==> src/rtl/aging_message_slot_table_macros.svh <==
// assertion macros for the aging message slot table
// no dependencies; taken in by the modules that carry assertions
`ifndef AGING_MESSAGE_SLOT_TABLE_MACROS_SVH
`define AGING_MESSAGE_SLOT_TABLE_MACROS_SVH

// property holds whenever reset is low
`define AMST_ASSERT_ALWAYS(label, clk, rst, prop, msg) \
   label: assert property (@(posedge clk) disable iff (rst) (prop)) else $error(msg);

// consequent must hold in the cycle after the antecedent
`define AMST_ASSERT_NEXT(label, clk, rst, ante, cons, msg) \
   label: assert property (@(posedge clk) disable iff (rst) (ante) |=> (cons)) else $error(msg);

`endif

==> src/rtl/amst_pkg.sv <==
// types and constants for the aging message slot table
// no dependencies; used by amst_cmp_unit and aging_message_slot_table
package amst_pkg;

   localparam int SLOT_COUNT = 10;
   localparam int IDX_W = (SLOT_COUNT > 1) ? $clog2(SLOT_COUNT) : 1;
   localparam int CNT_W = $clog2(SLOT_COUNT + 1);
   localparam int LIMIT_W = 18;
   localparam int CSR_ADDR_W = 3;

   localparam logic [LIMIT_W-1:0] MS_PER_SECOND = LIMIT_W'(1000);
   localparam logic [7:0] HOLD_RESET = 8'd5;
   localparam logic [LIMIT_W-1:0] LIMIT_RESET = LIMIT_W'(5000);
   localparam logic [CNT_W-1:0] SLOT_FULL = CNT_W'(SLOT_COUNT);

   typedef enum logic [0:0] {
      REQ_POST  = 1'b0,
      REQ_SWEEP = 1'b1
   } req_kind_type;

   typedef enum logic [1:0] {
      STAT_STORED    = 2'd0,
      STAT_REFRESHED = 2'd1,
      STAT_DROPPED   = 2'd2,
      STAT_SWEPT     = 2'd3
   } status_type;

   typedef enum logic [1:0] {
      ST_IDLE,
      ST_POST_SCAN,
      ST_SWEEP_SCAN,
      ST_FINISH
   } state_type;

   typedef struct packed {
      req_kind_type req_type;
      logic [7:0]   message_id;
      logic [31:0]  now_ms;
   } req_type;

   typedef struct packed {
      status_type  status;
      logic [3:0]  active_count;
      logic [7:0]  head_message;
      logic        sweep_needed;
   } rsp_type;

   typedef struct packed {
      logic id_match;
      logic expired;
   } cmp_type;

endpackage

==> src/rtl/amst_cmp_unit.sv <==
// shared slot compare unit: id match and wrapping age against hold limit
// depends on amst_pkg
module amst_cmp_unit (
   input  logic [7:0]                  slot_msg,
   input  logic [31:0]                 slot_time,
   input  logic [7:0]                  req_id,
   input  logic [31:0]                 now_ms,
   input  logic [amst_pkg::LIMIT_W-1:0] limit,
   output amst_pkg::cmp_type           cmp
);

   logic [31:0] age;

   assign age = now_ms - slot_time;

   always_comb begin
      cmp.id_match = (slot_msg == req_id);
      cmp.expired  = (age > 32'(limit));
   end

endmodule

==> src/rtl/aging_message_slot_table.sv <==
// aging message slot table top level: sequencer, slot storage, apb register
// depends on amst_pkg, amst_cmp_unit and aging_message_slot_table_macros.svh
//
// A transfer is taken when start is high and busy is low. A post or a sweep
// walks the occupied slots one per cycle through a single compare unit; a post
// that hits its id early, or a post of id zero, finishes sooner. The result
// shows on rsp_data for exactly one cycle with rsp_valid high, in the cycle busy
// falls; the receiver cannot stall it and must capture it then. Occupied
// slots always sit at the bottom of the table, so no clearing pass is needed.
`include "aging_message_slot_table_macros.svh"

module aging_message_slot_table (
   input  logic                            clock,
   input  logic                            reset,
   input  logic                            start,
   output logic                            busy,
   input  amst_pkg::req_type               req_data,
   output logic                            rsp_valid,
   output amst_pkg::rsp_type               rsp_data,
   input  logic                            psel,
   input  logic                            penable,
   input  logic                            pwrite,
   input  logic [amst_pkg::CSR_ADDR_W-1:0] paddr,
   input  logic [31:0]                     pwdata,
   output logic [31:0]                     prdata,
   output logic                            pready
);

   amst_pkg::state_type state_ff, state_in;
   amst_pkg::req_type req_ff, req_in;
   amst_pkg::status_type status_ff, status_in;
   amst_pkg::rsp_type rsp_ff, rsp_in;
   logic rsp_valid_ff, rsp_valid_in;
   logic [amst_pkg::CNT_W-1:0] idx_ff, idx_in;
   logic [amst_pkg::CNT_W-1:0] dst_ff, dst_in;
   logic [amst_pkg::CNT_W-1:0] count_ff, count_in;
   logic [7:0] hold_ff;
   logic [amst_pkg::LIMIT_W-1:0] limit_ff;

   logic [7:0]  msg_mem  [amst_pkg::SLOT_COUNT];
   logic [31:0] time_mem [amst_pkg::SLOT_COUNT];

   logic wr_en;
   logic [amst_pkg::IDX_W-1:0] wr_idx;
   logic [7:0] wr_msg;
   logic [31:0] wr_time;
   logic [7:0] rd_msg_ff;
   logic [31:0] rd_time_ff;
   logic [7:0] head_ff;
   logic at_end;
   logic csr_write;
   amst_pkg::cmp_type cmp;

   // configuration register
   assign pready = 1'b1;
   assign csr_write = psel && penable && pwrite;
   assign prdata = (paddr[amst_pkg::CSR_ADDR_W-1] == 1'b0) ? {24'd0, hold_ff} : 32'd0;

   always_ff @(posedge clock) begin
      if (reset) begin
         hold_ff  <= amst_pkg::HOLD_RESET;
         limit_ff <= amst_pkg::LIMIT_RESET;
      end else if (csr_write && (paddr[amst_pkg::CSR_ADDR_W-1] == 1'b0)) begin
         hold_ff  <= pwdata[7:0];
         limit_ff <= amst_pkg::LIMIT_W'(pwdata[7:0]) * amst_pkg::MS_PER_SECOND;
      end
   end

   // slot storage
   assign at_end  = (idx_ff == count_ff);

   always_ff @(posedge clock) begin
      if (wr_en) begin
         msg_mem[wr_idx]  <= wr_msg;
         time_mem[wr_idx] <= wr_time;
      end
      rd_msg_ff  <= msg_mem[idx_in[amst_pkg::IDX_W-1:0]];
      rd_time_ff <= time_mem[idx_in[amst_pkg::IDX_W-1:0]];
   end

   // copy of slot 0 for the head id
   always_ff @(posedge clock) begin
      if (reset) begin
         head_ff <= 8'd0;
      end else if (wr_en && (wr_idx == '0)) begin
         head_ff <= wr_msg;
      end
   end

   amst_cmp_unit u_cmp (
      .slot_msg  (rd_msg_ff),
      .slot_time (rd_time_ff),
      .req_id    (req_ff.message_id),
      .now_ms    (req_ff.now_ms),
      .limit     (limit_ff),
      .cmp       (cmp)
   );

   // next state
   always_comb begin
      state_in = state_ff;
      unique case (state_ff)
         amst_pkg::ST_IDLE: begin
            if (start) begin
               if (req_data.req_type == amst_pkg::REQ_SWEEP) begin
                  state_in = amst_pkg::ST_SWEEP_SCAN;
               end else if (req_data.message_id == 8'd0) begin
                  state_in = amst_pkg::ST_FINISH;
               end else begin
                  state_in = amst_pkg::ST_POST_SCAN;
               end
            end
         end
         amst_pkg::ST_POST_SCAN: begin
            if (at_end || cmp.id_match) begin
               state_in = amst_pkg::ST_FINISH;
            end
         end
         amst_pkg::ST_SWEEP_SCAN: begin
            if (at_end) begin
               state_in = amst_pkg::ST_FINISH;
            end
         end
         amst_pkg::ST_FINISH: begin
            state_in = amst_pkg::ST_IDLE;
         end
         default: begin
            state_in = amst_pkg::ST_IDLE;
         end
      endcase
   end

   // datapath control
   always_comb begin
      req_in       = req_ff;
      status_in    = status_ff;
      idx_in       = idx_ff;
      dst_in       = dst_ff;
      count_in     = count_ff;
      rsp_in       = rsp_ff;
      rsp_valid_in = 1'b0;
      wr_en        = 1'b0;
      wr_idx       = idx_ff[amst_pkg::IDX_W-1:0];
      wr_msg       = rd_msg_ff;
      wr_time      = rd_time_ff;
      unique case (state_ff)
         amst_pkg::ST_IDLE: begin
            if (start) begin
               req_in    = req_data;
               idx_in    = '0;
               dst_in    = '0;
               status_in = (req_data.req_type == amst_pkg::REQ_SWEEP) ?
                           amst_pkg::STAT_SWEPT : amst_pkg::STAT_DROPPED;
            end
         end
         amst_pkg::ST_POST_SCAN: begin
            if (at_end) begin
               if (count_ff < amst_pkg::SLOT_FULL) begin
                  wr_en     = 1'b1;
                  wr_idx    = count_ff[amst_pkg::IDX_W-1:0];
                  wr_msg    = req_ff.message_id;
                  wr_time   = req_ff.now_ms;
                  count_in  = amst_pkg::CNT_W'(count_ff + 1'b1);
                  status_in = amst_pkg::STAT_STORED;
               end else begin
                  status_in = amst_pkg::STAT_DROPPED;
               end
            end else if (cmp.id_match) begin
               wr_en     = 1'b1;
               wr_time   = req_ff.now_ms;
               status_in = amst_pkg::STAT_REFRESHED;
            end else begin
               idx_in = amst_pkg::CNT_W'(idx_ff + 1'b1);
            end
         end
         amst_pkg::ST_SWEEP_SCAN: begin
            if (at_end) begin
               count_in = dst_ff;
            end else begin
               if (!cmp.expired) begin
                  wr_en  = 1'b1;
                  wr_idx = dst_ff[amst_pkg::IDX_W-1:0];
                  dst_in = amst_pkg::CNT_W'(dst_ff + 1'b1);
               end
               idx_in = amst_pkg::CNT_W'(idx_ff + 1'b1);
            end
         end
         amst_pkg::ST_FINISH: begin
            rsp_valid_in        = 1'b1;
            rsp_in.status       = status_ff;
            rsp_in.active_count = 4'(count_ff);
            rsp_in.head_message = (count_ff != '0) ? head_ff : 8'd0;
            rsp_in.sweep_needed = (count_ff != '0);
         end
         default: begin
            rsp_valid_in = 1'b0;
         end
      endcase
   end

   always_ff @(posedge clock) begin
      if (reset) begin
         state_ff     <= amst_pkg::ST_IDLE;
         count_ff     <= '0;
         rsp_valid_ff <= 1'b0;
      end else begin
         state_ff     <= state_in;
         count_ff     <= count_in;
         rsp_valid_ff <= rsp_valid_in;
      end
   end

   always_ff @(posedge clock) begin
      req_ff    <= req_in;
      status_ff <= status_in;
      idx_ff    <= idx_in;
      dst_ff    <= dst_in;
      rsp_ff    <= rsp_in;
   end

   assign busy      = (state_ff != amst_pkg::ST_IDLE);
   assign rsp_valid = rsp_valid_ff;
   assign rsp_data  = rsp_ff;

   `AMST_ASSERT_ALWAYS(a_count_bound, clock, reset,
      count_ff <= amst_pkg::SLOT_FULL, "slot count above table size")
   `AMST_ASSERT_NEXT(a_start_busy, clock, reset, start && !busy, busy,
      "transfer taken but block not busy")
   `AMST_ASSERT_NEXT(a_rsp_pulse, clock, reset, rsp_valid, !rsp_valid,
      "result strobe longer than one cycle")
   `AMST_ASSERT_ALWAYS(a_rsp_idle, clock, reset, !rsp_valid || !busy,
      "result shown while busy")
   `AMST_ASSERT_ALWAYS(a_sweep_dst, clock, reset,
      (state_ff != amst_pkg::ST_SWEEP_SCAN) || (dst_ff <= idx_ff),
      "sweep write index passed read index")

endmodule
==> config.mk <==
export PLATFORM = sky130hd
export DESIGN_NAME = aging_message_slot_table
export DESIGN_NICKNAME = d
export VERILOG_FILES = /design/src/rtl/amst_pkg.sv /design/src/rtl/amst_cmp_unit.sv /design/src/rtl/aging_message_slot_table.sv
export VERILOG_INCLUDE_DIRS = /design/src /design/src/rtl
export SDC_FILE = /design/constraint.sdc
export NUM_CORES = 1
export LEC_CHECK = 0
export BUFFER_PORTS_ARGS = -buffer_cell sky130_fd_sc_hd__buf_2
export CAP_MARGIN = 20
export CORE_UTILIZATION = 66
export CTS_CLUSTER_DIAMETER = 200
export DETAILED_ROUTE_END_ITERATION = 6
export GPL_TIMING_DRIVEN = 0
export HOLD_SLACK_MARGIN = 0.1
export PLACE_DENSITY = 0.86
export SYNTH_ARGS = -nofsm -noshare
export SYNTH_HDL_FRONTEND = slang
export SYNTH_SLANG_ARGS = --single-unit
==> constraint.sdc <==
create_clock -name clock -period 18.4 [get_ports clock]
set_input_delay 0.92 -clock clock [delete_from_list [all_inputs] [get_ports clock]]
set_output_delay 0.92 -clock clock [all_outputs]
set_load 0.1 [all_outputs]
==> flow_summary.ini <==
[status]
status = complete, but fails checks
violations = DRC

[floorplanning]
die_y_um = 196
floorplan.io_pins = 132
core_um2 = 36800
die_area_um2 = 38400
die_w_um = 196
initial_utilization_pct = 67.5
rows = 70

[pwr]
power.density_nw_per_um2 = 184
peakVddDrop_v = 0.0000898
leakagePower_nw = 10.8
finalPower_mw = 5.16

[yosys]
synth_edf_count = 461
synth-seq-cells = 541
avgSynthCellArea_um2 = 11.4
async_flop_share_pct = 0
synth.yosys.seq_area_share_pct = 62.2
yosys.area.top_type_share_pct = 55.7
synth_area_leaders = edfxtp_1, nand2_1, dfxtp_1, ha_1, a21oi_1
synth.distinct_cells = 69
synthFlopType = edfxtp_1
yosys.area.top_type = edfxtp_1
yosysWarningCount = 0
syn_area_um2 = 24800
synthCells = 2172

[detailed_routing]
drt-pass1-iter-count = 7
routed_via_density = 6.46
drt-total-wl_mm = 66.2
num_vias = 18500
avgRoutedWirePerCell_um = 23.1
ant_nets = 0
first_iter_violations = 2548
drc = 3

[flow_run]
drv_cap = 0

[cells_and_area]
final_nets = 2548
area_growth_pct = 12.5
multi_input_area_um2 = 8550
n_antenna_cell = 0
seqCellArea_um2 = 15400
final_util_pct = 76.0
final_layout_size_suffix_gt1_share_pct = 10.8
fillCellCount = 2195

[cts]
cts_resized = 0
clockBufferDepth = 3
cts_sinks = 541
htreeDepth = 2
cts_buffers = 53
post_cts_buffers = 0
clock_latency_ns = 0.63
clk_pin_slew_ns = 0.06
cts_root_buffer = clkbuf_16
cts_tree = done
cts_hold_buf = 0

[critical_path]
crit_type = reg -> reg
cp.required_ns = 18.72
worst_setup_path_end_kind = flip-flop
critical_path.startpoint = req_ff[0]
worstPathCellList = inv_1 > ha_1 > fa_1 > nor2b_1 > o2111ai_1 > a2111oi_0 > a211oi_2 > xnor2_1 > ha_1 > a21o_1 > a21oi_1 > nor2b_1 > o21ai_0 > a31oi_1 > nor4b_1 > nand3_2 > mux2i_1 > a21oi_1 > clkbuf_1 > nor3_2 > buf_4 > buf_6
crit_end = time_mem[3][15]
rr_endpoint = time_mem[3][15]
slowest_stage = nor3_2
cp.arrival_ns = 7.50
start_kind = flip-flop
path_max_fanout = 10
critPathMaxStageDelay_ns = 0.90
r2r_cells = 22
reg2reg_slack_ns = 11.22
r2r-start = req_ff[0]

[global_routing]
gr-total-overflow = 0
grt_max_degree = 29
grt_pass1_wl_mm = 99.9
grt_pass1_vias = 18000
antenna_found_initial = 0
grt_usage_pct = 34.7

[worst_hold_path]
worstHoldPathType = reg -> reg
hold_path_depth = 0

[sta]
timing.fmax_ghz = 0.139
tightest_slew_ns = 1.39
final-hold-violation-count = 0
rsz0062_at_grt = false
min_period_ns = 7.18
drv_slew = 0
skew_ns = 0.0258
maxSlewHeadroom_pct = 7.30
fin_setup_tns_ns = 0
finalCritPeriodShare_pct = 39.0
setup_viol = 0

[placed_design]
gp_congestion = 0.962
portBuffers = 79
dp_hpwl_mm = 43.4
routing by layer:
metal | GRT usage [%] | vias to the layer above | share of wire, %
li1 | - | 8128 | -
met1 | 43.5 | 8648 | 35
met2 | 56.2 | 1425 | 47
met3 | 7.39 | 315 | 12
met4 | 20.2 | 0 | 6.2
met5 | 0 | - | 0
logic make-up after synthesis:
kind of cell,share of synthesized area [%]
AOI/OAI and AO/OA,9.07
xor gates and xnor gates,1.80
adders and majority gates,6.44
buffers and inverters,3.95
DFF,62.2
muxes,0.766
other,0.0302
and+or+nand+nor,15.8
Yosys cell counts (5+ instances only):
cell type / count
ha_1: 91
dfxtp_1: 80
edfxtp_1: 461
o31ai_1: 5
nand2_1: 514
nor2_1: 54
and3_1: 92
xnor2_1: 27
a21oi_1: 115
a311oi_1: 41
nand3b_1: 5
xor2_1: 24
nor4_1: 16
a21o_1: 20
o21ai_0: 52
nand4_1: 13
and2_1: 5
a31oi_1: 56
nor3_1: 23
fa_1: 23
mux2_2: 12
nor2b_1: 27
a211o_1: 8
buf_2: 7
o21bai_1: 11
o211a_1: 5
clkbuf_1: 95
o21a_1: 5
nand3_1: 90
buf_1: 9
buf_4: 25
inv_1: 93
worst min-delay path by stage:
| stage | startpoint | end | slack (ns) |
|---|---|---|---|
| 3_3_place_gp | status_ff[1] | rsp_data[14] | 0.40 |
| 2_1_floorplan | status_ff[0] | rsp_data[13] | 0.40 |
| 6_report | status_ff[1] | rsp_data[14] | 0.42 |
| 4_1_cts | status_ff[1] | rsp_data[14] | 0.42 |
| 3_5_place_dp | status_ff[1] | rsp_data[14] | 0.41 |
| 5_1_grt | status_ff[0] | rsp_data[13] | 0.45 |
flip-flops by register name, summed over array words and instances, names as in the netlist:
signal      flops
msg_mem        80
req_ff         40
idx_ff          4
rd_time_ff     32
rsp_data       15
state_ff        2
head_ff         8
status_ff       2
rd_msg_ff       8
limit_ff       13
count_ff        4
time_mem      320
hold_ff         8
rsp_valid       1
dst_ff          4
cells in the final DEF (no fill, tap or decap), types with 7 or more instances in the layout:
master	count
nand2_1	514
edfxtp_1	461
a21oi_1	115
clkbuf_1	109
inv_1	93
ha_1	91
nand3_1	90
and3_1	89
buf_2	88
dfxtp_1	80
a31oi_1	56
clkbuf_16	53
o21ai_0	52
nor2_1	50
a311oi_1	41
xnor2_1	27
buf_4	27
nor2b_1	26
conb_1	25
xor2_1	24
fa_1	23
nor3_1	21
a21o_1	20
nor4_1	16
clkinv_2	15
nand4_1	13
mux2_2	12
o21bai_1	11
buf_1	9
buf_12	9
a211o_1	8
buf_6	7
clkinv_1	7
per-stage QoR:
step	cells	hold slack, ns	cell area (um^2)	worst slack [ns]
global route	2865	0.449	27900	10.90
detailed placement	2760	0.407	26200	11.47
CTS	2860	0.421	27900	11.42
global placement	2742	0.405	25900	7.37
floorplan	2195	0.400	24900	11.21
finish	2865	0.423	27900	11.22
cell type report:
type	count	share of cell area (%)
buffer	137	2.23
tap	468	2.10
clock inverter	31	0.931
multi-input combinational	1422	30.6
clock buffer	69	5.03
timing repair buffer	102	2.57
sequential	541	55.3
inverter	95	1.28
where the power goes:
part           total, mW  switching, mW  internal [mW]
sequential          1.76         0.0673           1.69
clock               1.04          0.469          0.573
combinational       2.35           1.64          0.715
critical path: cells and delay by family, from the launching register on:
family / cells / cell delay [ns]
and+or+nand+nor: 5 / 2.07
AOI/OAI and AO/OA: 8 / 1.79
adders and majority gates: 3 / 0.97
buffers and inverters: 4 / 0.90
DFF: 1 / 0.37
muxes: 1 / 0.37
xor gates and xnor gates: 1 / 0.36
Note: power is estimated with default switching activity, not from simulation.
